File: src/sm3_pkg.sv
package sm3_pkg;

  localparam int WordW    = 32;
  localparam int BlockLen = 16;
  localparam int Rounds   = 64;

  // Working or chaining words, index 0 is A.
  typedef logic [7:0][WordW-1:0] sm3_words_t;

  typedef struct packed {
    logic [WordW-1:0] message_word;
    logic             restart_chain;
  } sm3_in_t;

  typedef struct packed {
    logic [WordW-1:0] digest_word;
    logic [2:0]       word_index;
    logic             last_word;
  } sm3_out_t;

  typedef enum logic [1:0] {
    ST_COLLECT,
    ST_COMPRESS,
    ST_EMIT
  } sm3_state_t;

  typedef struct packed {
    logic load;
    logic expand;
  } sm3_sched_ctrl_t;

  typedef struct packed {
    logic       load;
    logic       step;
    logic [5:0] idx;
  } sm3_round_ctrl_t;

  localparam sm3_words_t SM3_IV = {
    32'hB0FB0E4E, 32'hE38DEE4D, 32'h163138AA, 32'hA96F30BC,
    32'hDA8A0600, 32'h172442D7, 32'h4914B2B9, 32'h7380166F
  };

  localparam logic [WordW-1:0] T_LOW  = 32'h79CC4519;
  localparam logic [WordW-1:0] T_HIGH = 32'h7A879D8A;

  function automatic logic [WordW-1:0] rol32(input logic [WordW-1:0] x,
                                             input logic [4:0] n);
    logic [5:0] rn;
    rn = 6'd32 - {1'b0, n};
    return (x << n) | (x >> rn);
  endfunction

  function automatic logic [WordW-1:0] perm0(input logic [WordW-1:0] x);
    return x ^ rol32(x, 5'd9) ^ rol32(x, 5'd17);
  endfunction

  function automatic logic [WordW-1:0] perm1(input logic [WordW-1:0] x);
    return x ^ rol32(x, 5'd15) ^ rol32(x, 5'd23);
  endfunction

  // Round constant rotated by the round number modulo 32.
  function automatic logic [WordW-1:0] t_rot(input logic [5:0] j);
    logic [WordW-1:0] t;
    t = (j[5:4] == 2'b00) ? T_LOW : T_HIGH;
    return rol32(t, j[4:0]);
  endfunction

endpackage

File: src/sm3_sched.sv
module sm3_sched (
  input  logic                   clk,
  input  sm3_pkg::sm3_sched_ctrl_t ctrl,
  input  logic [31:0]            word_in,
  output logic [31:0]            w_cur,
  output logic [31:0]            w_ahead
);
  import sm3_pkg::*;

  // Sliding window of sixteen schedule words; entry 0 is W[j].
  logic [WordW-1:0] win_r [BlockLen];
  logic [WordW-1:0] win_nxt_word;
  logic [WordW-1:0] exp_word;

  assign exp_word = perm1(win_r[0] ^ win_r[7] ^ rol32(win_r[13], 5'd15))
                    ^ rol32(win_r[3], 5'd7) ^ win_r[10];

  assign win_nxt_word = ctrl.load ? word_in : exp_word;

  always_ff @(posedge clk) begin
    if (ctrl.load || ctrl.expand) begin
      for (int i = 0; i < BlockLen - 1; i++) begin
        win_r[i] <= win_r[i+1];
      end
      win_r[BlockLen-1] <= win_nxt_word;
    end
  end

  assign w_cur   = win_r[0];
  assign w_ahead = win_r[4];

endmodule

File: src/sm3_round.sv
module sm3_round (
  input  logic                     clk,
  input  sm3_pkg::sm3_round_ctrl_t ctrl,
  input  sm3_pkg::sm3_words_t      load_val,
  input  logic [31:0]              w_cur,
  input  logic [31:0]              w_ahead,
  output sm3_pkg::sm3_words_t      work_nxt
);
  import sm3_pkg::*;

  sm3_words_t       work_r;
  sm3_words_t       round_val;
  logic [WordW-1:0] a12, ss1, ss2, ffv, ggv, t1, t2;
  logic [WordW-1:0] va, vb, vc, vd, ve, vf, vg, vh;

  assign va = work_r[0];
  assign vb = work_r[1];
  assign vc = work_r[2];
  assign vd = work_r[3];
  assign ve = work_r[4];
  assign vf = work_r[5];
  assign vg = work_r[6];
  assign vh = work_r[7];

  always_comb begin
    a12 = rol32(va, 5'd12);
    ss1 = rol32(a12 + ve + t_rot(ctrl.idx), 5'd7);
    ss2 = ss1 ^ a12;
    if (ctrl.idx[5:4] == 2'b00) begin
      ffv = va ^ vb ^ vc;
      ggv = ve ^ vf ^ vg;
    end else begin
      ffv = (va & vb) | (va & vc) | (vb & vc);
      ggv = (ve & vf) | (~ve & vg);
    end
    t1 = ffv + vd + ss2 + (w_cur ^ w_ahead);
    t2 = ggv + vh + ss1 + w_cur;
    round_val[0] = t1;
    round_val[1] = va;
    round_val[2] = rol32(vb, 5'd9);
    round_val[3] = vc;
    round_val[4] = perm0(t2);
    round_val[5] = ve;
    round_val[6] = rol32(vf, 5'd19);
    round_val[7] = vg;
  end

  assign work_nxt = round_val;

  always_ff @(posedge clk) begin
    if (ctrl.load) begin
      work_r <= load_val;
    end else if (ctrl.step) begin
      work_r <= round_val;
    end
  end

endmodule

File: src/sm3_compression_top.sv
// After the 16th word of a block is taken, the block is compressed with one shared
// round unit, one round per cycle; the first digest word is valid in the cycle
// after the last round, then one digest word per transfer. No new message word
// is taken until the eighth digest word of the block has been sent.
// Reset (rst_n low, synchronous): chaining value to the SM3 initial value,
// word count and pending restart to zero, block waits for the first word.
module sm3_compression_top (
  input  logic              clk,
  input  logic              rst_n,
  input  logic              in_valid,
  output logic              in_ready,
  input  sm3_pkg::sm3_in_t  in_data,
  output logic              out_valid,
  input  logic              out_ready,
  output sm3_pkg::sm3_out_t out_data
);
  import sm3_pkg::*;

  // Control state of the sequencer.
  sm3_state_t state_r, state_nxt;
  logic [3:0] cnt_r, cnt_nxt;
  logic [5:0] round_r, round_nxt;
  logic [2:0] oidx_r, oidx_nxt;
  logic       pend_r, pend_nxt;

  // Chaining value; it also holds the digest words while they are emitted.
  sm3_words_t cv_r;
  sm3_words_t base_val;
  sm3_words_t work_nxt;

  sm3_sched_ctrl_t sched_ctrl;
  sm3_round_ctrl_t round_ctrl;
  logic [WordW-1:0] w_cur, w_ahead;

  logic in_xfer, out_xfer, block_done, last_round;

  assign in_xfer    = in_valid && in_ready;
  assign out_xfer   = out_valid && out_ready;
  assign block_done = in_xfer && (cnt_r == 4'd15);
  assign last_round = (round_r == 6'(Rounds - 1));

  // A restart flag on any word of the block reloads the initial value
  // just before that block is compressed.
  assign base_val = (pend_r || in_data.restart_chain) ? SM3_IV : cv_r;

  // Next-state logic.
  always_comb begin
    state_nxt = state_r;
    unique case (state_r)
      ST_COLLECT: begin
        if (block_done) state_nxt = ST_COMPRESS;
      end
      ST_COMPRESS: begin
        if (last_round) state_nxt = ST_EMIT;
      end
      ST_EMIT: begin
        if (out_xfer && (oidx_r == 3'd7)) state_nxt = ST_COLLECT;
      end
      default: state_nxt = ST_COLLECT;
    endcase
  end

  // Output and datapath control.
  always_comb begin
    in_ready          = 1'b0;
    out_valid         = 1'b0;
    sched_ctrl.load   = 1'b0;
    sched_ctrl.expand = 1'b0;
    round_ctrl.load   = 1'b0;
    round_ctrl.step   = 1'b0;
    round_ctrl.idx    = round_r;
    cnt_nxt           = cnt_r;
    pend_nxt          = pend_r;
    round_nxt         = round_r;
    oidx_nxt          = oidx_r;
    unique case (state_r)
      ST_COLLECT: begin
        in_ready        = 1'b1;
        sched_ctrl.load = in_xfer;
        round_ctrl.load = block_done;
        if (in_xfer) begin
          cnt_nxt  = cnt_r + 4'd1;
          pend_nxt = block_done ? 1'b0 : (pend_r || in_data.restart_chain);
        end
        round_nxt = '0;
      end
      ST_COMPRESS: begin
        sched_ctrl.expand = 1'b1;
        round_ctrl.step   = 1'b1;
        round_nxt         = round_r + 6'd1;
        oidx_nxt          = '0;
      end
      ST_EMIT: begin
        out_valid = 1'b1;
        if (out_xfer) oidx_nxt = oidx_r + 3'd1;
      end
      default: begin
        in_ready = 1'b0;
      end
    endcase
  end

  assign out_data.digest_word = cv_r[oidx_r];
  assign out_data.word_index  = oidx_r;
  assign out_data.last_word   = (oidx_r == 3'd7);

  always_ff @(posedge clk) begin
    if (!rst_n) begin
      state_r <= ST_COLLECT;
      cnt_r   <= '0;
      round_r <= '0;
      oidx_r  <= '0;
      pend_r  <= 1'b0;
    end else begin
      state_r <= state_nxt;
      cnt_r   <= cnt_nxt;
      round_r <= round_nxt;
      oidx_r  <= oidx_nxt;
      pend_r  <= pend_nxt;
    end
  end

  // The chaining value is architectural state, so it is reset as well.
  always_ff @(posedge clk) begin
    if (!rst_n) begin
      cv_r <= SM3_IV;
    end else if (block_done) begin
      cv_r <= base_val;
    end else if ((state_r == ST_COMPRESS) && last_round) begin
      cv_r <= cv_r ^ work_nxt;
    end
  end

  sm3_sched u_sched (
    .clk     (clk),
    .ctrl    (sched_ctrl),
    .word_in (in_data.message_word),
    .w_cur   (w_cur),
    .w_ahead (w_ahead)
  );

  sm3_round u_round (
    .clk      (clk),
    .ctrl     (round_ctrl),
    .load_val (base_val),
    .w_cur    (w_cur),
    .w_ahead  (w_ahead),
    .work_nxt (work_nxt)
  );

endmodule

File: config.mk
export PLATFORM = sky130hd
export DESIGN_NAME = sm3_compression_top
export DESIGN_NICKNAME = d
export VERILOG_FILES = /design/src/sm3_pkg.sv /design/src/sm3_sched.sv /design/src/sm3_round.sv /design/src/sm3_compression_top.sv
export SDC_FILE = /design/constraint.sdc
export NUM_CORES = 2
export LEC_CHECK = 0
export BUFFER_PORTS_ARGS = -buffer_cell sky130_fd_sc_hd__clkbuf_2
export CORE_MARGIN = 2
export CORE_UTILIZATION = 37
export DETAILED_ROUTE_END_ITERATION = 16
export PLACE_DENSITY = 0.61
export SYNTH_ARGS = -nofsm -noshare
export SYNTH_HDL_FRONTEND = slang
export SYNTH_SLANG_ARGS = --single-unit
File: constraint.sdc
create_clock -name clk -period 46.6 [get_ports clk]
set_clock_uncertainty 0.2 [all_clocks]
set_input_delay 4.66 -clock clk [delete_from_list [all_inputs] [get_ports clk]]
set_output_delay 4.66 -clock clk [all_outputs]
set_load 0.02 [all_outputs]
==> flow_summary.yaml <==
logic_synthesis:
  async_flop_share: 0
  netlist_area_um2: 57300
  avgSynthCellArea_um2: 10.6
  synthCells: 5388
  synth_edf_count: 768
  synth.distinct_cells: 105
  synth_fp_nets: 5716
  ys_warn_count: 0
  synth_seq_area_share: 0.498
  ys.flop_type: "edfxtp_1"
  synth_seq_cells: 1040
sta:
  tightest_slew_ns: 1.18
  tns_ns: 0
  finalMaxSlewViolations: 0
  finalSetupViolCount: 0
  final_hold_viol_count: 0
  finalCritPeriodShare: 0.234
  rsz0062_at_grt: "no"
  fmax_ghz: 0.0917
  layout_min_cycle_time_ns: 10.90
  slew_headroom: 0.207
  setup_ws_ns: 35.70
placement:
  placed_area_um2: 59500
  dp_hpwl_um: 145000
  place_ws_ns: 35.89
  numPortBuffers: 74
  gp_congestion: 1.01
die:
  coreArea_um2: 154000
  io_pins: 75
  dieArea_um2: 158000
  die_w_um: 397
  start_util: 0.372
  rows: 144
  die_y_um: 397
drt:
  drc: 0
  vias_per_cell: 5.80
  vias: 43167
  drtPass1Iterations: 6
  drtIter0Drc: 5791
  wl_per_cell_um: 27.2
  drt-total-wl_um: 202000
  ant_nets: 0
run:
  cap_violations: 0
hold_path:
  min_delay_worst_endpoint: "u_sched.win_r[0][165]"
  min_path_cells: 0
  hold_start: "u_sched.win_r[0][197]"
  hold_path_class: "reg -> reg"
global_routing:
  gr-total-overflow: 0
  grt_max_degree: 208
  track_usage: 0.251
  grt_pass1_vias: 39703
  grt_pass1_wl_um: 289000
  antenna_found_initial: 8
clock_network:
  cts_tree: "yes"
  cts_max_level: 3
  hold_buffers: 0
  post_cts_buffers: 0
  cts_resized: 0
  cts_buffer_depth: 3
  clkSinkCount: 1040
  clkTransAtPathRegs_ns: 0.06
  numCtsBuffers: 110
  cts_root_buf: "clkbuf_16"
  worstSkewPairLatency_ns: 0.76
power_and_ir_drop:
  leakagePower_uw: 0.0233
  powerDensity_nw_per_um2: 36.3
  peakVddDrop_v: 0.0000302
  total_power_uw: 2290
final_layout:
  layout-drive-gt1-share: 0.0898
  fillCellCount: 14681
  multi_input_area_um2: 26400
  synthToLayoutAreaGrowth_pct: 10.4
  seqCellArea_um2: 28500
  nets: 5626
  design_area_um2: 63200
setup_path:
  r2r_start: "round_r[0]"
  crit_path_start_kind: "flop"
  critPathRequiredTime_ns: 46.99
  slowest_stage: "ha_1"
  slowest_delay_ns: 0.80
  r2r_slack_ns: 35.70
  cp.arrival_ns: 11.29
  crit_path_end_kind: "flop"
  r2r-end: "cv_r[28]"
  worstPathMaxFanout: 62
  r2r_cells: 34
  setup.worst_path.class: "reg -> reg"
status:
  status: "finished, final reports clean"
-- Yosys cell counts, types with 103 or more instances --
library cell,instances,area share
o21ai_0,407,0.036
inv_1,314,0.021
dfxtp_1,272,0.095
ha_1,103,0.023
xnor2_1,338,0.052
edfxtp_1,768,0.40
clkbuf_1,261,0.017
a21oi_1,466,0.041
fa_1,188,0.066
nor3_1,124,0.011
nand2_1,780,0.051
nor2_1,244,0.016
nand3_1,152,0.013
-- state kept, by name (all words and copies together), names as in the netlist --
name / count
u_sched.win_r: 512
cv_r: 256
u_round.vg: 32
u_round.ve: 32
state_r: 2
oidx_r: 3
u_round.va: 32
u_round.vd: 32
u_round.vh: 32
cnt_r: 4
u_round.vc: 32
pend_r: 1
round_r: 6
u_round.vb: 32
u_round.vf: 32
-- worst max-delay path by stage --
stage | endpoint | cells past startpoint | slack [ns] | startpoint
final | cv_r[28] | 34 | 35.70 | round_r[0]
after floorplan | u_sched.win_r[0][0] | 2 | 18.97 | in_valid
after CTS | cv_r[28] | 34 | 35.84 | round_r[0]
after global placement | cv_r[29] | 35 | 36.10 | round_r[0]
after detailed placement | cv_r[28] | 34 | 35.89 | round_r[0]
after global routing | cv_r[29] | 34 | 35.21 | round_r[0]
-- cell usage in the layout, fill, tap and decap left out, drive strengths merged, types with 41 or more instances in the layout --
cell	synthesis	routed
a21o	52	52
a21oi	471	471
a31oi	60	60
buf	74	60
clkbuf	261	216
clkinv	1	47
dfxtp	272	272
edfxtp	768	768
fa	188	188
ha	103	103
inv	314	319
mux2	46	46
mux2i	41	41
mux4	65	65
nand2	781	781
nand3	153	153
nor2	245	245
nor3	126	126
o21ai	426	426
o311ai	96	96
xnor2	339	339
xor2	80	80
-- power breakdown --
part / total [uW] / switching (uW) / internal (uW)
Combinational: 339 / 212 / 127
Sequential: 1060 / 15.9 / 1040
Clock: 893 / 393 / 500
-- area by class of cell --
type,instances,area share
clock inverters,62,0.0103
multi-input cells,3698,0.418
flip-flops and latches,1040,0.451
clock buffers,143,0.0479
repair buffers,133,0.0135
well taps,2044,0.0405
diodes,2,0.0000792
inverters,315,0.0188
-- kinds of logic (layout without fill, tap and decap cells) --
logic type      after synthesis  in the layout  share of synthesized area
compound gates             1346           1346                      0.144
mux                         152            152                     0.0418
fa+ha+maj                   294            294                     0.0888
other cells                   0              2                          0
simple gates               1464           1464                      0.111
flops                      1040           1040                      0.498
buf+inv                     650            653                     0.0428
xor+xnor                    442            442                     0.0737
-- metal layers --
| layer | GRT usage | wire length (um) | up-vias |
|---|---|---|---|
| met5 | 0 | 13 | - |
| met4 | 0.117 | 10500 | 2 |
| met3 | 0.0458 | 18900 | 332 |
| met2 | 0.362 | 85800 | 2121 |
| met1 | 0.365 | 86900 | 21620 |
| li1 | - | - | 19092 |
-- critical path: cells and delay by family (launching register included) --
| kind | cells | cell delay (ns) |
|---|---|---|
| mux | 1 | 0.22 |
| compound gates | 16 | 4.26 |
| simple gates | 6 | 1.02 |
| xor+xnor | 2 | 0.43 |
| flops | 1 | 0.31 |
| fa+ha+maj | 6 | 2.81 |
| buf+inv | 3 | 1.49 |
-- per-stage QoR --
step	hold WS, ns	cells	utilization
final	0.203	7437	0.411
after global routing	0.198	7435	0.411
after CTS	0.196	7435	0.411
after detailed placement	0.205	7230	0.387
after global placement	0.200	7230	0.387
after floorplan	0.200	5388	-
Note: power is estimated with default switching activity, not from simulation.
